`src/design/clock_writeback_cache_controller_assert.svh`:
```
// ---------------------------------------------------------------------------
// Assertion macros for the write-back cache controller
// Concurrent checks sampled on clk and disabled while rst is high.
// ---------------------------------------------------------------------------
`ifndef CLOCK_WRITEBACK_CACHE_CONTROLLER_ASSERT_SVH
`define CLOCK_WRITEBACK_CACHE_CONTROLLER_ASSERT_SVH
`ifndef SYNTHESIS
// Same-cycle implication.
`define CWBC_ASSERT_IMP(name, ante, cons) \
  name: assert property (@(posedge clk) disable iff (rst) (ante) |-> (cons)) \
    else $error("cwbc check failed");
// Next-cycle implication.
`define CWBC_ASSERT_NXT(name, ante, cons) \
  name: assert property (@(posedge clk) disable iff (rst) (ante) |=> (cons)) \
    else $error("cwbc check failed");
`else
`define CWBC_ASSERT_IMP(name, ante, cons)
`define CWBC_ASSERT_NXT(name, ante, cons)
`endif
`endif

```
`src/design/cwbc_pkg.sv`:
```
// ---------------------------------------------------------------------------
// cwbc_pkg
// Shared codes, widths and controller/datapath interface types.
// ---------------------------------------------------------------------------
package cwbc_pkg;

  localparam int SECTOR_W    = 32;
  localparam int SLOT_W      = 6;
  localparam int MAX_RESULTS = 64;
  localparam int CNT_W       = 7;

  typedef enum logic [1:0] {
    CMD_READ  = 2'd0,
    CMD_WRITE = 2'd1,
    CMD_FLUSH = 2'd2
  } cwbc_op_t;

  // Commands from the controller to the datapath.
  typedef struct packed {
    logic req_load;
    logic look_start;
    logic look_step;
    logic hand_pass;
    logic victim_take;
    logic emit_hit;
    logic emit_miss;
    logic flush_start;
    logic idx_step;
    logic flush_capture;
    logic flush_finish;
  } cwbc_ctl_t;

  // Status from the datapath to the controller.
  typedef struct packed {
    logic [1:0] req_cmd;
    logic       match;
    logic       scan_end;
    logic       idx_end;
    logic       use_hand;
    logic       idx_dirty;
    logic       cnt_full;
    logic       pend_valid;
    logic       out_free;
  } cwbc_sts_t;

endpackage

```
`src/design/cwbc_ctrl.sv`:
```
// ---------------------------------------------------------------------------
// cwbc_ctrl
// Sequencer for lookup, clock sweep, victim install and flush walk.
// ---------------------------------------------------------------------------
`include "clock_writeback_cache_controller_assert.svh"

module cwbc_ctrl
  import cwbc_pkg::*;
(
  input  logic      clk,
  input  logic      rst,
  input  logic      in_valid,
  output logic      in_stall,
  input  cwbc_sts_t sts,
  output cwbc_ctl_t ctl
);

  typedef enum logic [3:0] {
    S_IDLE,
    S_DECODE,
    S_LOOK,
    S_HIT,
    S_SWEEP,
    S_VREAD,
    S_VEMIT,
    S_FSCAN,
    S_FCAPT,
    S_FLAST
  } state_t;

  state_t state;
  state_t state_next;

  always_comb begin
    ctl        = '0;
    state_next = state;
    unique case (state)
      S_IDLE: begin
        if (in_valid) begin
          ctl.req_load = 1'b1;
          state_next   = S_DECODE;
        end
      end
      S_DECODE: begin
        unique case (sts.req_cmd) inside
          CMD_READ, CMD_WRITE: begin
            ctl.look_start = 1'b1;
            state_next     = S_LOOK;
          end
          CMD_FLUSH: begin
            ctl.flush_start = 1'b1;
            state_next      = S_FSCAN;
          end
          default: state_next = S_IDLE;
        endcase
      end
      S_LOOK: begin
        if (sts.match) begin
          state_next = S_HIT;
        end else if (sts.scan_end) begin
          state_next = S_SWEEP;
        end else begin
          ctl.look_step = 1'b1;
        end
      end
      S_HIT: begin
        if (sts.out_free) begin
          ctl.emit_hit = 1'b1;
          state_next   = S_IDLE;
        end
      end
      S_SWEEP: begin
        if (sts.use_hand) begin
          ctl.hand_pass = 1'b1;
        end else begin
          ctl.victim_take = 1'b1;
          state_next      = S_VREAD;
        end
      end
      S_VREAD: state_next = S_VEMIT;
      S_VEMIT: begin
        if (sts.out_free) begin
          ctl.emit_miss = 1'b1;
          state_next    = S_IDLE;
        end
      end
      S_FSCAN: begin
        if (sts.idx_dirty) begin
          state_next = S_FCAPT;
        end else if (sts.idx_end) begin
          state_next = S_FLAST;
        end else begin
          ctl.idx_step = 1'b1;
        end
      end
      S_FCAPT: begin
        if (sts.out_free || !sts.pend_valid) begin
          ctl.flush_capture = 1'b1;
          if (sts.cnt_full || sts.idx_end) begin
            state_next = S_FLAST;
          end else begin
            ctl.idx_step = 1'b1;
            state_next   = S_FSCAN;
          end
        end
      end
      S_FLAST: begin
        if (!sts.pend_valid) begin
          state_next = S_IDLE;
        end else if (sts.out_free) begin
          ctl.flush_finish = 1'b1;
          state_next       = S_IDLE;
        end
      end
      default: state_next = S_IDLE;
    endcase
  end

  always_ff @(posedge clk) begin
    if (rst) begin
      state <= S_IDLE;
    end else begin
      state <= state_next;
    end
  end

  assign in_stall = (state != S_IDLE);

  `CWBC_ASSERT_IMP(a_emit_needs_room, ctl.emit_hit || ctl.emit_miss || ctl.flush_finish, sts.out_free)
  `CWBC_ASSERT_IMP(a_single_emit, 1'b1, $onehot0({ctl.emit_hit, ctl.emit_miss, ctl.flush_finish, ctl.flush_capture}))
  `CWBC_ASSERT_NXT(a_accept_decodes, state == S_IDLE && in_valid, state == S_DECODE)

endmodule

```
`src/design/cwbc_datapath.sv`:
```
// ---------------------------------------------------------------------------
// cwbc_datapath
// Tag memory, valid/dirty/use bits, clock hand, scan index and result register.
// ---------------------------------------------------------------------------
`include "clock_writeback_cache_controller_assert.svh"

module cwbc_datapath
  import cwbc_pkg::*;
#(
  parameter int ENTRIES = 64
) (
  input  logic                clk,
  input  logic                rst,
  input  logic [1:0]          command,
  input  logic [SECTOR_W-1:0] sector,
  input  cwbc_ctl_t           ctl,
  output cwbc_sts_t           sts,
  input  logic                out_stall,
  output logic                out_valid,
  output logic [SLOT_W-1:0]   slot,
  output logic                hit,
  output logic                writeback,
  output logic [SECTOR_W-1:0] writeback_sector,
  output logic                fill,
  output logic                last
);

  localparam int IW = (ENTRIES > 1) ? $clog2(ENTRIES) : 1;
  localparam int XW = (IW > SLOT_W) ? IW : SLOT_W;
  localparam logic [IW-1:0] LastIdx = IW'(ENTRIES - 1);

  logic [SECTOR_W-1:0] tag_mem [ENTRIES];
  logic [SECTOR_W-1:0] rd_tag;
  logic [SECTOR_W-1:0] req_sector;
  logic [SECTOR_W-1:0] pend_tag;
  logic [1:0]          req_cmd;
  logic [ENTRIES-1:0]  valid_bits;
  logic [ENTRIES-1:0]  dirty_bits;
  logic [ENTRIES-1:0]  use_bits;
  logic [IW-1:0]       hand;
  logic [IW-1:0]       idx;
  logic [IW-1:0]       rd_idx;
  logic [IW-1:0]       pend_slot;
  logic [IW-1:0]       hand_inc;
  logic [IW-1:0]       idx_inc;
  logic                rd_ok;
  logic                pend_valid;
  logic [CNT_W-1:0]    cnt;
  logic                is_write;
  logic                victim_wb;
  logic                out_free;
  logic                pend_emit;

  // Slot numbers wider than the result field keep their low bits.
  function automatic logic [SLOT_W-1:0] to_slot(input logic [IW-1:0] i);
    logic [XW-1:0] e;
    e = XW'(i);
    return e[SLOT_W-1:0];
  endfunction

  assign hand_inc  = (hand == LastIdx) ? '0 : hand + 1'b1;
  assign idx_inc   = (idx == LastIdx) ? idx : idx + 1'b1;
  assign is_write  = (req_cmd == CMD_WRITE);
  assign victim_wb = valid_bits[idx] && dirty_bits[idx];
  assign out_free  = !out_valid || !out_stall;
  assign pend_emit = (ctl.flush_capture && pend_valid) || ctl.flush_finish;

  // Tag memory: one registered read at the scan index, one write.
  always_ff @(posedge clk) begin
    rd_tag <= tag_mem[idx];
    if (ctl.emit_miss) begin
      tag_mem[idx] <= req_sector;
    end
  end

  always_ff @(posedge clk) begin
    if (rst) begin
      valid_bits <= '0;
      dirty_bits <= '0;
      use_bits   <= '0;
      hand       <= '0;
      idx        <= '0;
      rd_ok      <= 1'b0;
      pend_valid <= 1'b0;
      cnt        <= '0;
      out_valid  <= 1'b0;
    end else begin
      rd_ok <= ctl.look_step;
      if (ctl.look_start || ctl.flush_start) begin
        idx <= '0;
      end else if (ctl.look_step || ctl.idx_step) begin
        idx <= idx_inc;
      end else if (ctl.victim_take) begin
        idx <= hand;
      end
      if (ctl.hand_pass) begin
        use_bits[hand] <= 1'b0;
      end
      if (ctl.hand_pass || ctl.victim_take) begin
        hand <= hand_inc;
      end
      if (ctl.emit_hit) begin
        use_bits[rd_idx] <= 1'b1;
        if (is_write) begin
          dirty_bits[rd_idx] <= 1'b1;
        end
      end
      if (ctl.emit_miss) begin
        valid_bits[idx] <= 1'b1;
        dirty_bits[idx] <= is_write;
        use_bits[idx]   <= 1'b1;
      end
      if (ctl.flush_start) begin
        pend_valid <= 1'b0;
        cnt        <= '0;
      end
      if (ctl.flush_capture) begin
        dirty_bits[idx] <= 1'b0;
        pend_valid      <= 1'b1;
        cnt             <= cnt + 1'b1;
      end
      if (ctl.flush_finish) begin
        pend_valid <= 1'b0;
      end
      if (ctl.emit_hit || ctl.emit_miss || pend_emit) begin
        out_valid <= 1'b1;
      end else if (!out_stall) begin
        out_valid <= 1'b0;
      end
    end
  end

  always_ff @(posedge clk) begin
    if (ctl.req_load) begin
      req_cmd    <= command;
      req_sector <= sector;
    end
    if (ctl.look_step) begin
      rd_idx <= idx;
    end
    if (ctl.flush_capture) begin
      pend_slot <= idx;
      pend_tag  <= rd_tag;
    end
    if (ctl.emit_hit) begin
      slot             <= to_slot(rd_idx);
      hit              <= 1'b1;
      writeback        <= 1'b0;
      writeback_sector <= '0;
      fill             <= 1'b0;
      last             <= 1'b1;
    end else if (ctl.emit_miss) begin
      slot             <= to_slot(idx);
      hit              <= 1'b0;
      writeback        <= victim_wb;
      writeback_sector <= victim_wb ? rd_tag : '0;
      fill             <= 1'b1;
      last             <= 1'b1;
    end else if (pend_emit) begin
      slot             <= to_slot(pend_slot);
      hit              <= 1'b0;
      writeback        <= 1'b1;
      writeback_sector <= pend_tag;
      fill             <= 1'b0;
      last             <= ctl.flush_finish;
    end
  end

  assign sts.req_cmd    = req_cmd;
  assign sts.match      = rd_ok && valid_bits[rd_idx] && (rd_tag == req_sector);
  assign sts.scan_end   = rd_ok && (rd_idx == LastIdx);
  assign sts.idx_end    = (idx == LastIdx);
  assign sts.use_hand   = use_bits[hand];
  assign sts.idx_dirty  = valid_bits[idx] && dirty_bits[idx];
  assign sts.cnt_full   = (cnt == CNT_W'(MAX_RESULTS - 1));
  assign sts.pend_valid = pend_valid;
  assign sts.out_free   = out_free;

  `CWBC_ASSERT_IMP(a_victim_unused, ctl.emit_miss, !use_bits[idx])
  `CWBC_ASSERT_IMP(a_hit_is_valid, ctl.emit_hit, valid_bits[rd_idx])
  `CWBC_ASSERT_IMP(a_flush_takes_dirty, ctl.flush_capture, valid_bits[idx] && dirty_bits[idx])

endmodule

```
`src/design/clock_writeback_cache_controller.sv`:
```
// ---------------------------------------------------------------------------
// clock_writeback_cache_controller
// Tag and replacement controller of a fully associative write-back sector
// cache with clock (second-chance) replacement and flush-all.
// ---------------------------------------------------------------------------
//
//   Channel  Handshake            Payload
//   -------  -------------------  -------------------------------------------
//   input    in_valid / in_stall  command, sector
//   output   out_valid/out_stall  slot, hit, writeback, writeback_sector,
//                                 fill, last
//
// One request is handled at a time. A lookup walks the tag memory one entry
// a cycle through its registered read port. A miss adds the full walk, the
// clock sweep of one entry a cycle and the victim read (S_VREAD, then
// S_VEMIT). A flush walks the entries in order, passes through S_FCAPT for
// each dirty entry and ends early after MAX_RESULTS captures.
// Reset clears the valid, dirty and use bits and the hand at once; the tag
// memory itself is never cleared. A stalled result only holds the block
// when another result is due.
// ---------------------------------------------------------------------------
module clock_writeback_cache_controller
  import cwbc_pkg::*;
#(
  parameter int ENTRIES = 64
) (
  input  logic                clk,
  input  logic                rst,
  input  logic                in_valid,
  output logic                in_stall,
  input  logic [1:0]          command,
  input  logic [SECTOR_W-1:0] sector,
  output logic                out_valid,
  input  logic                out_stall,
  output logic [SLOT_W-1:0]   slot,
  output logic                hit,
  output logic                writeback,
  output logic [SECTOR_W-1:0] writeback_sector,
  output logic                fill,
  output logic                last
);

  // The controller sequences the walks; the datapath owns the cache and result state.
  cwbc_ctl_t ctl;
  cwbc_sts_t sts;

  cwbc_ctrl u_ctrl (
    .clk      (clk),
    .rst      (rst),
    .in_valid (in_valid),
    .in_stall (in_stall),
    .sts      (sts),
    .ctl      (ctl)
  );

  // Each result transfer leaves from a single output register, so a new
  // request is taken while the last result of the previous one still waits.
  cwbc_datapath #(
    .ENTRIES (ENTRIES)
  ) u_datapath (
    .clk              (clk),
    .rst              (rst),
    .command          (command),
    .sector           (sector),
    .ctl              (ctl),
    .sts              (sts),
    .out_stall        (out_stall),
    .out_valid        (out_valid),
    .slot             (slot),
    .hit              (hit),
    .writeback        (writeback),
    .writeback_sector (writeback_sector),
    .fill             (fill),
    .last             (last)
  );

endmodule
```
`config.mk`:
```
export PLATFORM = sky130hd
export DESIGN_NAME = clock_writeback_cache_controller
export DESIGN_NICKNAME = d
export VERILOG_FILES = /design/src/design/cwbc_pkg.sv /design/src/design/cwbc_ctrl.sv /design/src/design/cwbc_datapath.sv /design/src/design/clock_writeback_cache_controller.sv
export VERILOG_INCLUDE_DIRS = /design/src /design/src/design
export SDC_FILE = /design/constraint.sdc
export NUM_CORES = 2
export LEC_CHECK = 0
export ABC_AREA = 0
export BUFFER_PORTS_ARGS = -buffer_cell sky130_fd_sc_hd__buf_2
export CAP_MARGIN = 20
export CORE_UTILIZATION = 60
export CTS_BUF_LIST = sky130_fd_sc_hd__clkbuf_4 sky130_fd_sc_hd__clkbuf_8
export DETAILED_ROUTE_END_ITERATION = 8
export PLACE_DENSITY = 0.76
export SETUP_SLACK_MARGIN = 0.2
export SYNTH_ARGS = -nofsm -noshare
export SYNTH_HDL_FRONTEND = slang
export SYNTH_SLANG_ARGS = --single-unit
```
`constraint.sdc`:
```
create_clock -name clk -period 7.66 [get_ports clk]
set_input_delay 0.766 -clock clk [delete_from_list [all_inputs] [get_ports clk]]
set_output_delay 0.766 -clock clk [all_outputs]
set_load 0.02 [all_outputs]
```
---- Word-level counts from Yosys, hierarchy flattened ----
Memories as Yosys holds them, arrays and structs flattened. A register that Yosys moved wholly into a read port is not among the register bits.
Index checks and enable logic that the tools add are counted.
Widths: inputs -> output; s select.
operators by class
  reduce and logical (&&, ||, !) cells .... 34
  bitwise gates (word level) .............. 8
  eq/ne operators ......................... 23
  multiplexer cells ....................... 84
  $add $sub $neg .......................... 3
  magnitude comparators ................... 6
operators with widths
  operator             number
  $mux 64              11
  $or 64x64->64        4
  $and 64x64->64       2
  $not 64->64          2
  $mux 32              3
  $bwmux 64            1
  $mux 6               7
  $mux 4               10
  $mux 1               38
  $pmux 4 s9           1
  $eq 32x32->1         1
  $bmux 1 s6           4
  $lt 6x7->1 const B   3
  $demux 1 s6          3
  $eq 6x6->1 const B   3
  $ge 6x1->1 const B   3
  $eq 4x3->1 const B   4
  $mux 7               2
  $add 6x1->6 const B  2
  $reduce_or 2->1      5
  $logic_or 1x1->1     9
  $eq 4x2->1 const B   2
  $eq 4x4->1 const B   2
  $logic_and 1x1->1    8
  other kinds (20)     28
word-level totals
  memory bits (writable) .................. 2048
  memories kept ........................... 1
  output and inout bits ................... 44
  word-level logic and storage cells ...... 180
  flip-flop bits (word level) ............. 338
memory list
  name                words  width  read ports  clocked after Yosys merged registers in  write ports  line                 source
  u_datapath.tag_mem  64     32     1           1                                        1            cwbc_datapath.sv:32  logic [SECTOR_W-1:0] tag_mem [ENTRIES];

---- Longest topological paths before layout ----
  word-level depth ........................ 13
  gate-level depth with buffers ........... 13
  gate-level depth less buffers ........... 10

---- By module ----
A second synthesis with hierarchy kept.
unflattened totals
  cell total of the unflattened synthesis .. 5704
  area total of the unflattened synthesis .. 91507.8 um^2
modules (own cells, without submodules)
  module         instances  area each (um^2)  cells each  seq. area each (um^2)
  cwbc_datapath  1          90971.0           5626        69666.8
  cwbc_ctrl      1          536.8             78          80.1

---- Worst setup path after synthesis ----
No wires, ideal clock.
  path kind ............................... register to register
  from .................................... reg u_datapath.idx[2]
  to ...................................... reg u_datapath.dirty_bits[39]
  cell stages (with the launch flop) ...... 10
  arrival time ............................ 5.393 ns
  library setup time ...................... 0.086 ns
  slack ................................... 2.181 ns
  cells stage by stage .................... dfxtp_1 buf_2 buf_2 buf_2 buf_2 nand2_1 nor4_1 a21oi_1 o32a_1 a211oi_1
on the way
  word-level cells in the longest chain between the ends .. 9
RTL lines
  item                                                            line                                        source
  start, declared                                                 cwbc_datapath.sv:41                         logic [IW-1:0] idx;
  start signal, assigned                                          cwbc_datapath.sv:92                         idx <= idx_inc;
  start signal, assigned                                          cwbc_datapath.sv:94                         idx <= hand;
  $lt 6x7->1 (not written as such) or $ge 6x1->1 (tied branches)  cwbc_datapath.sv:110, cwbc_datapath.sv:118
  $logic_and 1x1->1 (not written as such)                         cwbc_datapath.sv:110, cwbc_datapath.sv:118
  $mux 1 (not written as such)                                    cwbc_datapath.sv:110, cwbc_datapath.sv:118
  $demux 1 s6 *                                                   --
  $bwmux 64                                                       cwbc_datapath.sv:110                        dirty_bits[idx] <= is_write;
  $mux 64                                                         cwbc_datapath.sv:108                        if (ctl.emit_miss) begin
  $mux 64                                                         cwbc_datapath.sv:77                         if (rst) begin
  $and 64x64->64 (no source line)                                 --
  $mux 64 *                                                       cwbc_datapath.sv:117                        if (ctl.flush_capture) begin
  end signal, assigned by index                                   cwbc_datapath.sv:110
  end, declared                                                   cwbc_datapath.sv:38                         logic [ENTRIES-1:0] dirty_bits;
Mark *: on every way between the ends. The rest lies on a longest branch, timed or not. The select of a mux whose other input is x is not followed.
A chain may end at the register's enable or synchronous reset.

---- Final worst setup path ----
  from .................................... reg u_datapath.req_sector[11]
  to ...................................... reg u_datapath.idx[5]
on the way
  word-level cells in the longest chain between the ends .. 7
RTL lines
  item                                                              line                  source
  start, declared                                                   cwbc_datapath.sv:34   logic [SECTOR_W-1:0] req_sector;
  start signal, assigned                                            cwbc_datapath.sv:136  req_sector <= sector;
  $eq 32x32->1 *                                                    cwbc_datapath.sv:170  assign sts.match = rd_ok && valid_bits[rd_idx] && (rd_tag == req_sector);
  $logic_and 1x1->1 *                                               cwbc_datapath.sv:170
  $mux 1 *                                                          cwbc_ctrl.sv:58       if (sts.match) begin
  $mux 1 *                                                          cwbc_ctrl.sv:37       unique case (state)
  $logic_or 1x1->1 *                                                cwbc_datapath.sv:91   end else if (ctl.look_step || ctl.idx_step) begin
  $ne 2x2->1 (no source line) or $reduce_bool 2->1 (tied branches)  --
  $reduce_and 2->1 (no source line)                                 --
Mark *: on every way between the ends. The rest lies on a longest branch, timed or not.

==> metrics.md <==
| Metric | Value |
|---|---|
| Outcome | `completed` |
| Register area share after synthesis | `0.778` |
| P_sw | `~8.5 mW` |
| Grt total ovfl | `0` |
| Crit-path max cell delay | `approximately 870 ps` |
| Crit-path slowest cell | `a21oi_1` |
| Post-DP HPWL | `~160000 µm` |
| Reg power frac | `0.516` |
| Global-route wire length before repair | `a little over 400000 µm` |
| Core area | `148000 µm²` |
| Buf/Inv on CP | `3` |
| CP dominant cell by count | `buf_4` |
| GR Layer Usage met1 | `0.500` |
| Post-synth cell types | `77` |
| Worst-margin pin slew | `around 1300 ps` |
| Setup CP Type | `reg -> reg` |
| Final Skew | `~75 ps` |
| Post-synthesis to final-layout area growth | `12.6%` |
| Grt met2 use | `0.550` |
| Final Total Pwr | `30.5 mW` |
| Critical path's top delay family | `simple AND/OR/NAND/NOR gates` |
| Max transition margin | `0.129` |
| Crit Path Max Fanout | `65` |
| Number of synthesized flops with an enable pin | `around 2100` |
| Die height | `388 µm` |
| Min-Delay Path Class | `in -> reg` |
| Std cell rows | `approximately 140` |
| Drt first pass iters | `6` |
| Setup_tns | `0 ps` |
| Combinational Power Share | `0.135` |
| PortBufs | `81` |
| Synth top area cells | `edfxtp_1 71%, dfxtp_1 6.4%, a22oi_1 6.0%` |
| Top-area cell type share of the netlist area | `0.715` |
| Synth Cell Area | `89600 µm²` |
| Worst-path clk slew | `roughly 60 ps` |
| Number of global-route vias before repair | `approximately 56000` |
| Async SR Flop Fraction | `0` |
| #FFs+latches synth | `roughly 2400` |
| Sw frac | `0.277` |
| Peak VDD IR | `between 0.0003 and 0.0004 V` |
| Met3 usage | `0.136` |
| CTS Sinks | `roughly 2400` |
| Max-Cap Viols | `0` |
| Die ar. | `about 150000 µm²` |
| Final setup vio count | `0` |
| Clock power frac | `0.349` |
| RD Place Congestion | `approximately 1.0` |
| Num ports | `82` |
| Internal Power | `roughly 22 mW` |
| Tcrit/Tclk final | `0.592` |
| Largest net degree at the start of global routing | `around 130` |
| Number of nets in the layout | `roughly 5900` |
| Die Wd | `between 300 and 400 µm` |
| Mapped Avg Cell Area | `about 16 µm²` |
| Post-layout min period | `4540 ps` |
| Starting Density | `0.605` |
| Final ANT Viol Nets | `0` |
| Via Count | `around 60000` |
| WL/cell | `35.9 µm` |
| Share of layout cells above drive strength 1 | `0.164` |
| CTS Root Cell | `clkbuf_8` |
| Top post-synthesis cells by count | `2132 x edfxtp_1, 717 x a22oi_1, 301 x nor2_1` |
| PD cells | `303 nW/µm²` |
| Achievable frequency | `roughly 220 MHz` |
| YS warnings | `0` |
| Top-count cell post-synth | `edfxtp_1` |
| CTS tree | `yes` |
| Mapped Cells | `5533` |
| Dominant cell type by area after synthesis | `edfxtp_1` |
| Total Wirelength | `slightly below 300000 µm` |
| Via/cell ratio | `approximately 7.3` |
| Gr usage total | `0.378` |
| Pins over their slew limit | `0` |
| RSZ-0062 raised after global routing | `no` |
| Post-synth net total | `around 5600` |
| Max H-tree Level | `5` |
| DRT iter0 DRCs | `between 10000 and 15000` |
| Initial antenna violation count | `14` |
| Bufs on Longest Clock Path | `4` |
| GRT busiest layer | `met2` |
| Critical path required time | `around 8600 ps` |
| CP Launch Type | `flip-flop` |
| Final hold violation count | `0` |
| # DRC | `0` |
| Dominant synthesized flop cell | `edfxtp_1` |
| Worst-path cell chain | `buf_4 -> xor2_1 -> nor4_1 -> buf_2 -> nand3_1 -> nor3_1 -> buf_4 -> o31ai_2 -> a21oi_1 -> and2_1 -> o31ai_1 -> a32o_1` |
| CTS Buf Count | `383` |
| Clock latency at the later pin of the worst-skew pair | `about 1100 ps` |
| P_leak | `31.4 nW` |
| Critical path endpoint category | `flip-flop` |
| WP data arrival | `roughly 5500 ps` |
stage by stage:
stage	worst slack, ps	utilization	cells	instance area [µm²]	hold slack, ps
floorplan	2180	-	5533	89600	420
global placement	2950	0.628	7343	93000	440
detailed placement	2840	0.629	7346	93100	455
CTS	2800	0.681	8052	101000	100
global route	3030	0.681	8060	101000	124
finish	3120	0.681	8064	101000	159
worst register-to-register path, stage by stage, from the launching register on:
cell      delay (ps)
edfxtp_1         320
buf_4            550
xor2_1           250
nor4_1           370
buf_2            260
nand3_1          240
nor3_1           430
buf_4            230
o31ai_2          150
a21oi_1          870
and2_1           370
o31ai_1          100
a32o_1           280
power groups by stage:
stage / sequential, mW / clock [mW] / combinational, mW
2_1_floorplan: 16.1 / 0 / 2.03
3_3_place_gp: 15.9 / 0 / 3.87
3_5_place_dp: 15.9 / 0 / 3.95
4_1_cts: 15.7 / 10.7 / 3.98
5_1_grt: 15.7 / 11.2 / 4.29
6_report: 15.7 / 10.7 / 4.13
logic make-up (layout without fill, tap and decap cells):
logic type               count (synthesis)  in the layout  synth area share
flip-flops                            2418           2418             0.778
multiplexers                            77             77            0.0111
other                                    0              6                 0
XOR/XNOR                                37             37           0.00362
adder cells (fa/ha/maj)                  3              3          0.000419
AO/OA/AOI/OAI                         1801           1801             0.145
buffers and inverters                  418           1013            0.0187
AND/OR/NAND/NOR                        779            779            0.0423
per-layer routing:
metal | vias up | share of wire
met5 | - | 0.00046
li1 | 23400 | -
met2 | 5786 | 0.44
met1 | 28900 | 0.34
met4 | 14 | 0.062
met3 | 1028 | 0.16
cells in the final DEF (no fill, tap or decap), types with 60 or more instances in the layout:
master / Yosys / layout
clkbuf_4: 0 / 130
clkinv_1: 1 / 85
a221oi_1: 225 / 225
a22o_1: 166 / 166
nand4_1: 71 / 71
nor2_4: 0 / 60
buf_4: 6 / 179
a21oi_1: 226 / 226
nor2_1: 301 / 240
o21ai_0: 137 / 137
clkbuf_8: 0 / 414
dfxtp_1: 286 / 284
nand2_1: 93 / 91
buf_2: 33 / 81
a31oi_1: 137 / 137
nand3_1: 85 / 83
edfxtp_1: 2132 / 2132
a22oi_1: 717 / 717
timing repair:
item	CTS	global route
endpoints found under the hold margin	34	0
resized for setup	0	0
hold buffers	34	0
buffers inserted	0	0
final timing paths:
check,cells past startpoint,endpoint,slack [ps],startpoint
max,12,u_datapath.idx[5]$_SDFFE_PP0P_,3120,u_datapath.req_sector[11]$_DFFE_PP_
min,2,u_datapath.req_cmd[0]$_DFFE_PP_,160,in_valid
max reg2reg,12,u_datapath.idx[5]$_SDFFE_PP0P_,3120,u_datapath.req_sector[11]$_DFFE_PP_
min reg2reg,2,u_datapath.hit$_SDFFE_PP1P_,460,u_datapath.hit$_SDFFE_PP1P_
state kept, by name, indices dropped and copies added, names as in the netlist, 6 cells and up:
name                         cells
u_datapath.tag_mem            2048
u_datapath.dirty_bits           64
u_datapath.use_bits             64
u_datapath.valid_bits           64
u_datapath.pend_tag             32
u_datapath.rd_tag               32
u_datapath.req_sector           32
u_datapath.writeback_sector     32
u_datapath.cnt                   7
u_datapath.hand                  6
u_datapath.idx                   6
u_datapath.pend_slot             6
u_datapath.rd_idx                6
u_datapath.slot                  6
layout make-up:
type | instances | area (µm²)
repair buffers | 314 | 2480
clock buffers | 544 | 6670
multi-input cells | 2697 | 18700
clock inverters | 128 | 684
fillers | 9333 | 47200
flip-flops and latches | 2418 | 69700
inverters | 27 | 105
well taps | 1930 | 2410
diodes | 6 | 15.0
Power figures use the tool's default switching activity.
